===== src/design/sfb_pkg.sv =====
`timescale 1ns / 1ps
// Shared types, marker bytes and CRC-16 (poly 0x1021) nibble functions for the
// stuffed frame builder. No dependencies.
package sfb_pkg;

    localparam logic [7:0] BYTE_START  = 8'h01;
    localparam logic [7:0] BYTE_END    = 8'h04;
    localparam logic [7:0] BYTE_ESCAPE = 8'h10;

    typedef struct packed {
        logic        start;
        logic        escape;
        logic [7:0]  data;
        logic        last;
        logic [15:0] crc;
    } sfb_entry_t;

    typedef struct packed {
        logic       push;
        sfb_entry_t entry;
    } sfb_push_t;

    typedef struct packed {
        logic       valid;
        sfb_entry_t entry;
    } sfb_head_t;

    typedef enum logic [5:0] {
        PH_START = 6'b000001,
        PH_ESC   = 6'b000010,
        PH_DATA  = 6'b000100,
        PH_CRCH  = 6'b001000,
        PH_CRCL  = 6'b010000,
        PH_END   = 6'b100000
    } sfb_phase_t;

    function automatic logic [15:0] nibble_crc(input logic [3:0] idx);
        logic [15:0] r;
        case (idx)
            4'h0: r = 16'h0000;
            4'h1: r = 16'h1021;
            4'h2: r = 16'h2042;
            4'h3: r = 16'h3063;
            4'h4: r = 16'h4084;
            4'h5: r = 16'h50a5;
            4'h6: r = 16'h60c6;
            4'h7: r = 16'h70e7;
            4'h8: r = 16'h8108;
            4'h9: r = 16'h9129;
            4'ha: r = 16'ha14a;
            4'hb: r = 16'hb16b;
            4'hc: r = 16'hc18c;
            4'hd: r = 16'hd1ad;
            4'he: r = 16'he1ce;
            4'hf: r = 16'hf1ef;
            default: r = 16'h0000;
        endcase
        return r;
    endfunction

    function automatic logic [15:0] crc_nibble(input logic [15:0] crc, input logic [3:0] nib);
        logic [3:0] idx;
        idx = crc[15:12] ^ nib;
        return nibble_crc(idx) ^ {crc[11:0], 4'h0};
    endfunction

    function automatic logic [15:0] crc_byte(input logic [15:0] crc, input logic [7:0] b);
        logic [15:0] mid;
        mid = crc_nibble(crc, b[7:4]);
        return crc_nibble(mid, b[3:0]);
    endfunction

endpackage


===== src/design/sfb_ifs.sv =====
`timescale 1ns / 1ps
// Valid/ready channel interfaces for payload beats and line beats.
// No dependencies.
interface sfb_payload_if;
    logic       valid;
    logic       ready;
    logic [7:0] payload_byte;
    logic       final_byte;

    modport source (output valid, output payload_byte, output final_byte, input ready);
    modport sink   (input valid, input payload_byte, input final_byte, output ready);
endinterface

interface sfb_line_if;
    logic       valid;
    logic       ready;
    logic [7:0] line_byte;
    logic       frame_done;
    logic       run_last;

    modport source (output valid, output line_byte, output frame_done, output run_last,
                    input ready);
    modport sink   (input valid, input line_byte, input frame_done, input run_last,
                    output ready);
endinterface


===== src/design/sfb_front.sv =====
`timescale 1ns / 1ps
// Front end: accepts payload beats, classifies them and advances the CRC.
// Depends on sfb_pkg and sfb_ifs.
module sfb_front (
    input  logic                clk,
    input  logic                rst_n,
    sfb_payload_if.sink         payload,
    input  logic                queue_full,
    output sfb_pkg::sfb_push_t  push
);

    logic        inside_frame_reg;
    logic        inside_frame_next;
    logic [15:0] crc_reg;
    logic [15:0] crc_next;
    logic [15:0] crc_upd;
    logic        accept;

    assign payload.ready = !queue_full;
    assign accept        = payload.valid && !queue_full;
    assign crc_upd       = sfb_pkg::crc_byte(crc_reg, payload.payload_byte);

    always_comb
    begin
        push.push         = accept;
        push.entry.start  = !inside_frame_reg;
        push.entry.escape = (payload.payload_byte == sfb_pkg::BYTE_START) ||
                            (payload.payload_byte == sfb_pkg::BYTE_END) ||
                            (payload.payload_byte == sfb_pkg::BYTE_ESCAPE);
        push.entry.data   = payload.payload_byte;
        push.entry.last   = payload.final_byte;
        push.entry.crc    = crc_upd;

        inside_frame_next = inside_frame_reg;
        crc_next          = crc_reg;
        if (accept)
        begin
            inside_frame_next = !payload.final_byte;
            crc_next          = payload.final_byte ? 16'h0000 : crc_upd;
        end
    end

    always_ff @(posedge clk or negedge rst_n)
    begin
        if (!rst_n)
        begin
            inside_frame_reg <= 1'b0;
            crc_reg          <= 16'h0000;
        end
        else
        begin
            inside_frame_reg <= inside_frame_next;
            crc_reg          <= crc_next;
        end
    end

endmodule


===== src/design/sfb_queue.sv =====
`timescale 1ns / 1ps
// Short queue of classified entries between the front and back ends.
// Depends on sfb_pkg.
module sfb_queue #(
    parameter int DEPTH = 4
) (
    input  logic                clk,
    input  logic                rst_n,
    input  sfb_pkg::sfb_push_t  push,
    output logic                full,
    output sfb_pkg::sfb_head_t  head,
    input  logic                pop
);

    localparam int AW = (DEPTH > 1) ? $clog2(DEPTH) : 1;
    localparam int CW = $clog2(DEPTH + 1);
    localparam logic [AW-1:0] LAST_IDX = AW'(DEPTH - 1);
    localparam logic [CW-1:0] FULL_CNT = CW'(DEPTH);

    sfb_pkg::sfb_entry_t mem [DEPTH];
    logic [AW-1:0] wr_ptr_reg;
    logic [AW-1:0] wr_ptr_next;
    logic [AW-1:0] rd_ptr_reg;
    logic [AW-1:0] rd_ptr_next;
    logic [CW-1:0] count_reg;
    logic [CW-1:0] count_next;
    logic          do_pop;

    assign full       = (count_reg == FULL_CNT);
    assign head.valid = (count_reg != '0);
    assign head.entry = mem[rd_ptr_reg];
    assign do_pop     = pop && head.valid;

    always_comb
    begin
        wr_ptr_next = wr_ptr_reg;
        rd_ptr_next = rd_ptr_reg;
        count_next  = count_reg;
        if (push.push)
        begin
            wr_ptr_next = (wr_ptr_reg == LAST_IDX) ? '0 : wr_ptr_reg + 1'b1;
        end
        if (do_pop)
        begin
            rd_ptr_next = (rd_ptr_reg == LAST_IDX) ? '0 : rd_ptr_reg + 1'b1;
        end
        if (push.push && !do_pop)
        begin
            count_next = count_reg + 1'b1;
        end
        else if (!push.push && do_pop)
        begin
            count_next = count_reg - 1'b1;
        end
    end

    always_ff @(posedge clk)
    begin
        if (push.push)
        begin
            mem[wr_ptr_reg] <= push.entry;
        end
    end

    always_ff @(posedge clk or negedge rst_n)
    begin
        if (!rst_n)
        begin
            wr_ptr_reg <= '0;
            rd_ptr_reg <= '0;
            count_reg  <= '0;
        end
        else
        begin
            wr_ptr_reg <= wr_ptr_next;
            rd_ptr_reg <= rd_ptr_next;
            count_reg  <= count_next;
        end
    end

endmodule


===== src/design/sfb_back.sv =====
`timescale 1ns / 1ps
// Back end: walks each queued entry through its line beats into an output register.
// Depends on sfb_pkg and sfb_ifs.
module sfb_back (
    input  logic                clk,
    input  logic                rst_n,
    input  sfb_pkg::sfb_head_t  head,
    output logic                pop,
    sfb_line_if.source          line
);

    sfb_pkg::sfb_phase_t phase_reg;
    sfb_pkg::sfb_phase_t phase_next;
    sfb_pkg::sfb_phase_t cur;
    logic       out_valid_reg;
    logic       out_valid_next;
    logic [7:0] out_byte_reg;
    logic       out_done_reg;
    logic       out_last_reg;
    logic [7:0] beat_byte;
    logic       beat_done;
    logic       beat_last;
    logic       emit;

    assign emit = head.valid && (!out_valid_reg || line.ready);
    assign pop  = emit && beat_last;

    always_comb
    begin
        cur = phase_reg;
        if (cur == sfb_pkg::PH_START && !head.entry.start)
        begin
            cur = sfb_pkg::PH_ESC;
        end
        if (cur == sfb_pkg::PH_ESC && !head.entry.escape)
        begin
            cur = sfb_pkg::PH_DATA;
        end

        beat_byte  = head.entry.data;
        beat_done  = 1'b0;
        beat_last  = 1'b0;
        phase_next = phase_reg;
        case (cur)
            sfb_pkg::PH_START:
            begin
                beat_byte  = sfb_pkg::BYTE_START;
                phase_next = sfb_pkg::PH_ESC;
            end
            sfb_pkg::PH_ESC:
            begin
                beat_byte  = sfb_pkg::BYTE_ESCAPE;
                phase_next = sfb_pkg::PH_DATA;
            end
            sfb_pkg::PH_DATA:
            begin
                beat_byte  = head.entry.data;
                beat_last  = !head.entry.last;
                phase_next = head.entry.last ? sfb_pkg::PH_CRCH : sfb_pkg::PH_START;
            end
            sfb_pkg::PH_CRCH:
            begin
                beat_byte  = head.entry.crc[15:8];
                phase_next = sfb_pkg::PH_CRCL;
            end
            sfb_pkg::PH_CRCL:
            begin
                beat_byte  = head.entry.crc[7:0];
                phase_next = sfb_pkg::PH_END;
            end
            sfb_pkg::PH_END:
            begin
                beat_byte  = sfb_pkg::BYTE_END;
                beat_done  = 1'b1;
                beat_last  = 1'b1;
                phase_next = sfb_pkg::PH_START;
            end
            default:
            begin
                phase_next = sfb_pkg::PH_START;
            end
        endcase

        out_valid_next = out_valid_reg;
        if (emit)
        begin
            out_valid_next = 1'b1;
        end
        else if (line.ready)
        begin
            out_valid_next = 1'b0;
        end
    end

    always_ff @(posedge clk)
    begin
        if (emit)
        begin
            out_byte_reg <= beat_byte;
            out_done_reg <= beat_done;
            out_last_reg <= beat_last;
        end
    end

    always_ff @(posedge clk or negedge rst_n)
    begin
        if (!rst_n)
        begin
            phase_reg     <= sfb_pkg::PH_START;
            out_valid_reg <= 1'b0;
        end
        else
        begin
            if (emit)
            begin
                phase_reg <= phase_next;
            end
            out_valid_reg <= out_valid_next;
        end
    end

    assign line.valid      = out_valid_reg;
    assign line.line_byte  = out_byte_reg;
    assign line.frame_done = out_done_reg;
    assign line.run_last   = out_last_reg;

endmodule


===== src/design/stuffed_frame_builder_crc16_core.sv =====
`timescale 1ns / 1ps
// Top level of the byte-stuffed frame builder with CRC-16.
// Depends on sfb_pkg, sfb_ifs, sfb_front, sfb_queue and sfb_back.
//
//   Channel   Role   Beat content
//   payload   sink   payload_byte, final_byte
//   line      source line_byte, frame_done, run_last
//
// The line side sends one beat per cycle while line.ready is high; an input beat
// yields one to six line beats, so a stream of plain bytes sustains one per cycle
// and a stuffed byte or frame edge adds beats that pass the single output register.
// The front takes a beat whenever the queue (QUEUE_DEPTH entries) has room.
// Reset clears the CRC, the frame flag, the queue and the output valid flag.
module stuffed_frame_builder_crc16_core #(
    parameter int QUEUE_DEPTH = 4
) (
    input  logic          clk,
    input  logic          rst_n,
    sfb_payload_if.sink   payload,
    sfb_line_if.source    line
);

    sfb_pkg::sfb_push_t push;
    sfb_pkg::sfb_head_t head;
    logic               queue_full;
    logic               pop;

    sfb_front u_front (
        .clk        (clk),
        .rst_n      (rst_n),
        .payload    (payload),
        .queue_full (queue_full),
        .push       (push)
    );

    sfb_queue #(
        .DEPTH (QUEUE_DEPTH)
    ) u_queue (
        .clk   (clk),
        .rst_n (rst_n),
        .push  (push),
        .full  (queue_full),
        .head  (head),
        .pop   (pop)
    );

    sfb_back u_back (
        .clk   (clk),
        .rst_n (rst_n),
        .head  (head),
        .pop   (pop),
        .line  (line)
    );

endmodule


===== src/flat_wrapper.sv =====
// flat-port wrapper written by rule: the top's interface ports become plain ports
module stuffed_frame_builder_crc16_core_flat 
#(
    parameter int QUEUE_DEPTH = 4
)
  (clk, rst_n, payload_valid, payload_payload_byte, payload_final_byte, payload_ready, line_valid, line_line_byte, line_frame_done, line_run_last, line_ready);
  sfb_payload_if payload_i ();
  sfb_line_if line_i ();
  input  logic clk;
  input  logic rst_n;
  input wire logic [$bits(payload_i.valid)-1:0] payload_valid;
  input wire logic [$bits(payload_i.payload_byte)-1:0] payload_payload_byte;
  input wire logic [$bits(payload_i.final_byte)-1:0] payload_final_byte;
  output wire logic [$bits(payload_i.ready)-1:0] payload_ready;
  output wire logic [$bits(line_i.valid)-1:0] line_valid;
  output wire logic [$bits(line_i.line_byte)-1:0] line_line_byte;
  output wire logic [$bits(line_i.frame_done)-1:0] line_frame_done;
  output wire logic [$bits(line_i.run_last)-1:0] line_run_last;
  input wire logic [$bits(line_i.ready)-1:0] line_ready;
  assign payload_i.valid = payload_valid;
  assign payload_i.payload_byte = payload_payload_byte;
  assign payload_i.final_byte = payload_final_byte;
  assign payload_ready = payload_i.ready;
  assign line_valid = line_i.valid;
  assign line_line_byte = line_i.line_byte;
  assign line_frame_done = line_i.frame_done;
  assign line_run_last = line_i.run_last;
  assign line_i.ready = line_ready;
  stuffed_frame_builder_crc16_core #(.QUEUE_DEPTH(QUEUE_DEPTH)) u_core (.clk(clk), .rst_n(rst_n), .payload(payload_i), .line(line_i));
endmodule

===== config.mk =====
export PLATFORM = sky130hd
export DESIGN_NAME = stuffed_frame_builder_crc16_core_flat
export DESIGN_NICKNAME = d
export VERILOG_FILES = /design/src/design/sfb_pkg.sv /design/src/design/sfb_ifs.sv /design/src/design/sfb_front.sv /design/src/design/sfb_queue.sv /design/src/design/sfb_back.sv /design/src/design/stuffed_frame_builder_crc16_core.sv /design/src/flat_wrapper.sv
export SDC_FILE = /design/constraint.sdc
export NUM_CORES = 1
export LEC_CHECK = 0
export BUFFER_PORTS_ARGS = -buffer_cell sky130_fd_sc_hd__buf_2
export CORE_MARGIN = 2
export CORE_UTILIZATION = 40
export DETAILED_ROUTE_END_ITERATION = 7
export PLACE_DENSITY = 0.66
export SETUP_SLACK_MARGIN = 0.05
export SYNTH_ARGS = -nofsm -noshare
export SYNTH_HDL_FRONTEND = slang
export SYNTH_SLANG_ARGS = --single-unit

===== constraint.sdc =====
create_clock -name clk -period 3.7 [get_ports clk]
set_input_delay 0.185 -clock clk [delete_from_list [all_inputs] [get_ports clk]]
set_output_delay 0.185 -clock clk [all_outputs]
set_load 0.03 [all_outputs]

==> results of run 1 <==
[logic make-up after synthesis]
kind of cell	count (synthesis)	synth area share (%)
muxes	32	10.8
adders and majority gates	7	1.55
AOI/OAI and AO/OA	45	5.73
and+or+nand+nor	61	5.26
DFF	149	70.6
buffers and inverters	23	1.70
xor gates and xnor gates	30	4.30
[through the flow]
stage	worst slack, ns	util, %	instance area [sq um]	hold slack [ns]
after global placement	0.892	42.8	6460	0.300
final	0.821	46.6	7030	0.0508
after floorplan	1.07	-	6120	-0.111
after detailed placement	0.829	42.8	6460	0.318
after CTS	0.810	46.6	7030	0.0365
after global routing	0.661	46.6	7030	0.0529
[Yosys cell counts (all sizes together), types with 3 or more instances]
master	count	area, sq um
a21oi	3	18.8
a22o	15	131
a22oi	5	37.5
a31oi	3	18.8
and3	5	31.3
buf	7	43.8
clkbuf	6	22.5
dfrtp	30	751
edfxtp	118	3540
ha	6	75.1
inv	10	37.5
mux2	3	33.8
mux4	27	608
nand2	23	86.3
nand2b	3	18.8
nand3	6	30.0
nor2	8	30.0
o21ai	9	45.0
xnor2	15	131
xor2	15	131
[final cells by class]
| class | instances | area, sq um | area share (%) |
|---|---|---|---|
| multi-input cells | 175 | 1690 | 24.1 |
| clock buffers | 18 | 439 | 6.25 |
| repair buffers | 32 | 183 | 2.60 |
| clock inverters | 14 | 118 | 1.67 |
| flip-flops and latches | 149 | 4320 | 61.5 |
| inverters | 10 | 37.5 | 0.534 |
| well taps | 188 | 235 | 3.35 |
[worst max-delay path by stage]
stage / slack (ns) / cells past startpoint / endpoint
2_1_floorplan: 1.07 / 10 / u_core.u_queue.count_reg[1]$_DFFE_PN0P_
3_3_place_gp: 0.89 / 9 / u_core.u_queue.count_reg[1]$_DFFE_PN0P_
3_5_place_dp: 0.83 / 9 / u_core.u_queue.count_reg[1]$_DFFE_PN0P_
4_1_cts: 0.81 / 9 / u_core.u_queue.count_reg[1]$_DFFE_PN0P_
5_1_grt: 0.66 / 9 / u_core.u_queue.count_reg[1]$_DFFE_PN0P_
6_report: 0.82 / 9 / u_core.u_queue.count_reg[1]$_DFFE_PN0P_
[per-layer routing]
layer  up-vias  part of all wire (%)  track usage, %
met1      1645                    44            21.1
met2        90                    50            24.3
met3         8                   4.6            4.01
met5         -                     0               0
met4         0                   1.0            4.98
li1       1436                     -               -
[where the power goes]
group	switching, mW	internal, mW	total, mW
Clock	0.698	0.895	1.59
Combinational	1.38	0.889	2.27
Sequential	0.269	2.67	2.94
Total	2.35	4.45	6.80
==> results_dict.tcl, run 1 <==
set metrics [dict create \
    critPathSlowestCell "nor4_1" \
    hold_class "primary input to flip-flop" \
    clk_pin_slew_worst_paths_ns 0.06 \
    hold_depth 1 \
    min_to "u_core.u_queue.mem[1][18]$_DFFE_PP_" \
    wl_um 11800 \
    postCtsResizedCells 0 \
    fillCellCount 1250 \
    synthCells 347 \
    initial_core_util_pct 40.5 \
    ys_warn_count 0 \
    crit_family "compound AO/OA/AOI/OAI gates" \
    final-instance-count-excl-fill 586 \
    avgSynthCellArea_sq_um 17.6 \
    place_congestion 0.833 \
    diodes 0 \
    critPathArrivalTime_ns 3.17 \
    hold_violations 0 \
    leakage_nw 2.58 \
    finalClockSkew_ns 0.0102 \
    reg2reg_depth 9 \
    power_mw 6.80 \
    fin_crit_ns 2.88 \
    path_class "flip-flop to flip-flop" \
    clk_path_buf_depth 2 \
    layout_common_cells "118 x edfxtp_1, 29 x dfrtp_1, 27 x mux4_2" \
    die_h_um 128 \
    grt_max_degree 32 \
    cap_violations 0 \
    status "finished clean" \
    clk-insertion-delay-late_ns 0.41 \
    root_buffer "clkbuf_16" \
    die_x_um 128 \
    slew-limit-headroom_pct 46.9 \
    grt_first_pass_wirelength_um 18400 \
    drv_slew 0 \
    track_usage_pct 15.4 \
    holdBufCountCts 1 \
    row_count 45 \
    crit_required_ns 3.99 \
    vdd_drop_max_uv 376 \
    largest_reg_flops 108 \
    routed_via_density 5.42 \
    cts_buffers 17 \
    cp_max_fo 6 \
    reg2reg_setup_slack_ns 0.82 \
    finalCritPeriodShare_pct 77.8 \
    synth-seq-cells 149 \
    core_area_sq_um 15100 \
    syn2layout_area_growth_pct 14.9 \
    drive_above_1_share_pct 25.4 \
    ys_types 47 \
    route.detailed.drc 0 \
    seq_area_frac_synth_pct 70.6 \
    cts_setup_buffers 0 \
    antenna_found_initial 0 \
    initialDrtViolationCount 350 \
    cts_tree "yes" \
    io_pins 25 \
    crit_buf_inv 2 \
    synth_edf_count 118 \
    power.density_nw_per_um2 968 \
    r2r_end "u_core.u_queue.count_reg[1]$_DFFE_PN0P_" \
    critPathLaunch "u_core.u_back.phase_reg[2]$_DFFE_PN0P_" \
    crit_path_cell_trace "nor4_1, o21bai_1, o2111ai_2, a21oi_2, inv_1, ha_1, inv_1, fa_1, mux2_2" \
    final_nets 405 \
    cp-start-kind "flip-flop" \
    cpMostUsedCell "inv_1" \
    htree_levels 4 \
    grt_pass1_vias 3200 \
    fmax_ghz 0.347 \
    final_common_cell "edfxtp_1" \
    cts.sinks 149 \
    synth_nets 367 \
    via_count 3179 \
    syn_area_sq_um 6120 \
    gr-total-overflow 0 \
    dpl.hpwl_um 7250 \
    dieArea_sq_um 16300 \
    worst_pin_slew_ns 0.796 \
    r2r_start "u_core.u_back.phase_reg[2]$_DFFE_PN0P_" \
    wire_per_inst_um 20.1 \
    cp-end-kind "flip-flop" \
    setup_violations 0 \
    async_flop_share_pct 20.8 \
    port_buffers 24 \
    cpPeakStageDelay_ns 0.63 \
    hp-start "payload_payload_byte[1]" \
    dr.pass1.iters 4 \
    rsz0062_at_grt "no" \
    finalSetupTns_ns 0 \
    route.antenna.remaining_nets 0 \
    placedCellCount 553 \
    ys.flop_type "edfxtp_1" \
]
Note: power is estimated with default switching activity, not from simulation.
==> inputs of run 2 (changes only) <==
--- a/config.mk
+++ b/config.mk
@@ -9,7 +9,7 @@
 export CORE_MARGIN = 2
 export CORE_UTILIZATION = 40
 export DETAILED_ROUTE_END_ITERATION = 7
-export PLACE_DENSITY = 0.66
+export PLACE_DENSITY = 0.68
 export SETUP_SLACK_MARGIN = 0.05
 export SYNTH_ARGS = -nofsm -noshare
 export SYNTH_HDL_FRONTEND = slang
==> constraint.sdc (replaced) <==
create_clock -name clk -period 2.4 [get_ports clk]
set_input_delay 0.12 -clock clk [delete_from_list [all_inputs] [get_ports clk]]
set_output_delay 0.12 -clock clk [all_outputs]
set_load 0.03 [all_outputs]
==> results_dict.tcl, run 2 (same netlist as run 1, synthesis figures left out) <==
set metrics [dict create \
    power_mw 11.3 \
    r2r_end "u_core.u_queue.count_reg[1]$_DFFE_PN0P_" \
    core_area_sq_um 15100 \
    status "complete, but fails checks" \
    setup_violations 2 \
    critPathArrivalTime_ns 2.91 \
    hp-start "payload_payload_byte[4]" \
    largest_reg_flops 108 \
    fin_area_sq_um 7420 \
    power.share.switching_pct 32.3 \
    place_congestion 0.842 \
    cts_tree "yes" \
    combPwrFrac_pct 34.9 \
    finalClockSkew_ns 0.00714 \
    clkPwrFrac_pct 25.6 \
    place_area_sq_um 6660 \
    hold_depth 1 \
    gr-total-overflow 0 \
    layout_common_cells "118 x edfxtp_1, 34 x buf_4, 29 x dfrtp_1" \
    crit_required_ns 2.70 \
    io_pins 25 \
    final.setup.worst_slack_ns -0.206 \
    wire_per_inst_um 19.0 \
    worst_pin_slew_ns 1.15 \
    grt_max_degree 32 \
    cp_max_fo 4 \
    wl_um 11800 \
    clk_pin_slew_worst_paths_ns 0.06 \
    antenna_found_initial 0 \
    htree_levels 4 \
    dieArea_sq_um 16300 \
    failed_checks "setup timing" \
    dr.pass1.iters 4 \
    path_class "flip-flop to flip-flop" \
    reg2reg_depth 9 \
    diodes 0 \
    clk-insertion-delay-late_ns 0.42 \
    min_to "u_core.u_queue.mem[0][21]$_DFFE_PP_" \
    die_x_um 128 \
    fin_crit_ns 2.61 \
    grt_first_pass_wirelength_um 18500 \
    drv_slew 0 \
    track_usage_pct 15.6 \
    power_frac_seq_pct 39.4 \
    power.density_nw_per_um2 1520 \
    dpl.hpwl_um 7520 \
    root_buffer "clkbuf_16" \
    initialDrtViolationCount 276 \
    row_count 45 \
    port_buffers 24 \
    cap_violations 0 \
    cts.sinks 149 \
    vdd_drop_max_uv 598 \
    slew-limit-headroom_pct 23.2 \
    cp-end-kind "flip-flop" \
    route.antenna.remaining_nets 0 \
    hold_class "primary input to flip-flop" \
    initial_core_util_pct 40.5 \
    final_nets 440 \
    drive_above_1_share_pct 30.5 \
    route.detailed.drc 0 \
    r2r_start "u_core.u_back.phase_reg[1]$_DFFE_PN0P_" \
    pre_cts_ws_ns -0.145 \
    fmax_ghz 0.384 \
    cts_buffers 17 \
    via_count 3283 \
    grt_pass1_vias 3385 \
    intPower_mw 7.63 \
    leakage_nw 2.78 \
    hold_violations 0 \
    rsz0062_at_grt "yes" \
    finalCritPeriodShare_pct 109 \
    syn2layout_area_growth_pct 21.4 \
    cp-start-kind "flip-flop" \
    die_h_um 128 \
    fin_util_pct 49.2 \
    clk_path_buf_depth 2 \
    final_common_cell "edfxtp_1" \
    reg2reg_setup_slack_ns -0.21 \
    switchingPower_mw 3.64 \
    routed_via_density 5.29 \
]
-- run 2: layout make-up --
type                    count  area, sq um
inverters                  10         37.5
multi-input cells         175         1710
well taps                 188          235
repair buffers             67          467
clock inverters            14          225
fillers                  1230         7670
flip-flops and latches    149         4320
clock buffers              18          429
-- run 2: how the worst max path moves through the flow --
stage / start / to / slack, ns
2_1_floorplan: u_core.u_back.phase_reg[1]$_DFFE_PN0P_ / u_core.u_queue.count_reg[1]$_DFFE_PN0P_ / -0.17
3_3_place_gp: u_core.u_back.phase_reg[0]$_DFFE_PN1P_ / u_core.u_queue.count_reg[1]$_DFFE_PN0P_ / -0.06
3_5_place_dp: u_core.u_back.phase_reg[0]$_DFFE_PN1P_ / u_core.u_queue.count_reg[1]$_DFFE_PN0P_ / -0.14
4_1_cts: u_core.u_back.phase_reg[0]$_DFFE_PN1P_ / u_core.u_queue.count_reg[1]$_DFFE_PN0P_ / -0.16
5_1_grt: u_core.u_back.phase_reg[1]$_DFFE_PN0P_ / u_core.u_queue.count_reg[1]$_DFFE_PN0P_ / -0.30
6_report: u_core.u_back.phase_reg[1]$_DFFE_PN0P_ / u_core.u_queue.count_reg[1]$_DFFE_PN0P_ / -0.21
-- run 2: metal layers --
metal,global-route usage [%],part of all wire (%),vias up
li1,-,-,1508
met1,20.0,45,1693
met4,5.69,1.3,0
met2,25.7,50,72
met5,0,0,-
met3,4.26,3.7,10
-- run 2: worst max-delay path, cell delays in order (launching register included) --
cell and delay [ns]:
dfrtp_1 0.39, or4_4 0.59, o21bai_1 0.18, o2111ai_2 0.16
a21oi_2 0.20, inv_1 0.06, ha_2 0.19, inv_2 0.05
fa_2 0.41, mux2_2 0.26
-- run 2: timing repair --
item	CTS	global route
setup buffers	0	3
endpoints found under the setup margin	2	2
endpoints found under the hold margin	58	0
pin swaps	0	6
resized for setup	0	2
hold buffers	8	0
-- run 2: power by group through the flow --
stage / registers (mW) / logic, mW / clock network (mW)
2_1_floorplan: 4.59 / 2.50 / 0
3_3_place_gp: 4.43 / 3.78 / 0
3_5_place_dp: 4.48 / 3.90 / 0
4_1_cts: 4.44 / 3.95 / 2.93
5_1_grt: 4.51 / 4.29 / 3.05
6_report: 4.45 / 3.94 / 2.89
-- run 2: through the flow --
step                      hold WS [ns]  setup TNS (ns)  cells
after global routing            0.0108          -0.528    621
after floorplan                 -0.176          -0.253    347
after detailed placement         0.244          -0.281    578
final                           0.0200          -0.312    621
after CTS                      0.00126          -0.311    618
after global placement           0.235          -0.112    578
==> inputs of run 3 (changes only) <==
--- a/config.mk
+++ b/config.mk
@@ -9,6 +9,7 @@
 export CORE_MARGIN = 2
 export CORE_UTILIZATION = 40
 export DETAILED_ROUTE_END_ITERATION = 7
+export GPL_TIMING_DRIVEN = 0
 export PLACE_DENSITY = 0.68
 export SETUP_SLACK_MARGIN = 0.05
 export SYNTH_ARGS = -nofsm -noshare
==> results_dict.tcl, run 3 (same netlist as run 1, synthesis figures left out) <==
set metrics [dict create \
    port_buffers 24 \
    path_class "flip-flop to flip-flop" \
    io_pins 25 \
    critPathSlowestCell "or4_4" \
    critPathArrivalTime_ns 2.99 \
    pre_cts_ws_ns -0.482 \
    status "complete, but fails checks" \
    via_count 3272 \
    drive_above_1_share_pct 28.9 \
    failed_checks "setup timing" \
    clk_pin_slew_worst_paths_ns 0.06 \
    htree_levels 4 \
    final_nets 429 \
    final.setup.worst_slack_ns -0.293 \
    slew-limit-headroom_pct 47.4 \
    grt_max_degree 32 \
    antenna_found_initial 0 \
    cp-start-kind "flip-flop" \
    syn2layout_area_growth_pct 19.0 \
    route.detailed.drc 0 \
    die_h_um 128 \
    cap_violations 0 \
    cts_tree "yes" \
    place_congestion 0.803 \
    crit_buf_inv 3 \
    cts_buffers 17 \
    crit_required_ns 2.70 \
    fin_util_pct 48.2 \
    final_common_cell "edfxtp_1" \
    dr.pass1.iters 4 \
    crit_path_cell_trace "buf_6, or4_4, o21bai_1, o2111ai_2, a21oi_2, inv_1, ha_2, inv_2, fa_2, mux2_4" \
    die_x_um 128 \
    leakage_nw 2.68 \
    routed_via_density 5.36 \
    cpPeakStageDelay_ns 0.56 \
    route.antenna.remaining_nets 0 \
    root_buffer "clkbuf_16" \
    cp_max_fo 4 \
    cts.sinks 149 \
    wire_per_inst_um 20.0 \
    grt_first_pass_wirelength_um 19300 \
    vdd_drop_max_uv 655 \
    crit_family "adder cells" \
    diodes 0 \
    dieArea_sq_um 16300 \
    fin_crit_ns 2.69 \
    cp-end-kind "flip-flop" \
    initialDrtViolationCount 349 \
    core_area_sq_um 15100 \
    clk_path_buf_depth 2 \
    largest_reg_flops 108 \
    worst_pin_slew_ns 0.790 \
    drv_slew 0 \
    grt_pass1_vias 3414 \
    placedCellCount 559 \
    setup_violations 2 \
    finalClockSkew_ns 0.00739 \
    power.density_nw_per_um2 1500 \
    fmax_ghz 0.371 \
    final-instance-count-excl-fill 610 \
    clk-insertion-delay-late_ns 0.41 \
    finalCritPeriodShare_pct 112 \
    rsz0062_at_grt "yes" \
    dpl.hpwl_um 7490 \
    row_count 45 \
    hold_violations 0 \
    hold_class "primary input to flip-flop" \
    gr-total-overflow 0 \
    wl_um 12200 \
    track_usage_pct 16.2 \
    layout_common_cells "118 x edfxtp_1, 29 x dfrtp_1, 27 x mux4_2, 27 x buf_2, 23 x nand2_1" \
    initial_core_util_pct 40.5 \
]
[run 3: per-layer routing]
layer,routed length [um],global-route usage [%],up-vias
li1,-,-,1483
met1,5230,20.8,1691
met2,6250,26.8,87
met3,545,4.17,11
met4,185,5.95,0
met5,0,0,-
[run 3: where the power goes]
group	switching (mW)	internal (mW)	total, mW	leakage (nW)
Clock	1.01	1.53	2.54	0.263
Combinational	2.31	1.61	3.92	0.930
Sequential	0.340	4.12	4.46	1.48
Total	3.66	7.26	10.9	2.68
[run 3: what timing repair did]
action,in CTS,in global routing
endpoints found under the hold margin,58,0
gates resized for setup,6,10
buffers inserted,8,3
hold buffers,8,0
pin swaps,5,8
setup endpoints to repair,5,10
[run 3: per-stage QoR]
stage / power (mW) / hold slack [ns] / TNS (ns) / area [sq um]
2_1_floorplan: 7.09 / -0.176 / -0.253 / 6130
3_3_place_gp: 7.98 / 0.219 / -0.730 / 6490
3_5_place_dp: 8.16 / 0.222 / -0.827 / 6490
4_1_cts: 10.9 / 0.000299 / -0.552 / 7230
5_1_grt: 11.5 / 0.00200 / -0.698 / 7280
6_report: 10.9 / 0.0126 / -0.460 / 7280
[run 3: final timing paths]
| check | depth (start not counted) | startpoint | to | slack [ns] |
|---|---|---|---|---|
| max in group asynchronous | 2 | rst_n | u_core.u_queue.rd_ptr_reg[0]$_DFFE_PN0P_ | 1.58 |
| setup / recovery | 10 | u_core.u_back.phase_reg[1]$_DFFE_PN0P_ | u_core.u_queue.count_reg[1]$_DFFE_PN0P_ | -0.29 |
| min in group asynchronous | 2 | rst_n | u_core.u_back.phase_reg[2]$_DFFE_PN0P_ | 0.30 |
| hold / removal | 1 | payload_payload_byte[4] | u_core.u_queue.mem[2][21]$_DFFE_PP_ | 0.01 |
| setup reg to reg | 10 | u_core.u_back.phase_reg[1]$_DFFE_PN0P_ | u_core.u_queue.count_reg[1]$_DFFE_PN0P_ | -0.29 |
| hold reg to reg | 2 | u_core.u_front.crc_reg[4]$_DFFE_PN0P_ | u_core.u_front.crc_reg[4]$_DFFE_PN0P_ | 0.51 |
[run 3: final cells by class]
class                           instances  area [sq um]
Sequential cell                       149          4320
Buffer                                 13          90.1
Fill cell                            1271          7810
Clock buffer                           20           437
Multi-Input combinational cell        175          1730
Clock inverter                         12           130
Inverter                               10          37.5
Timing Repair Buffer                   43           295
Tap cell                              188           235
[run 3: worst register-to-register path, stage by stage (launching register included)]
cell	delay, ns
dfrtp_1	0.37
buf_6	0.12
or4_4	0.56
o21bai_1	0.18
o2111ai_2	0.15
a21oi_2	0.18
inv_1	0.07
ha_2	0.19
inv_2	0.05
fa_2	0.42
mux2_4	0.28
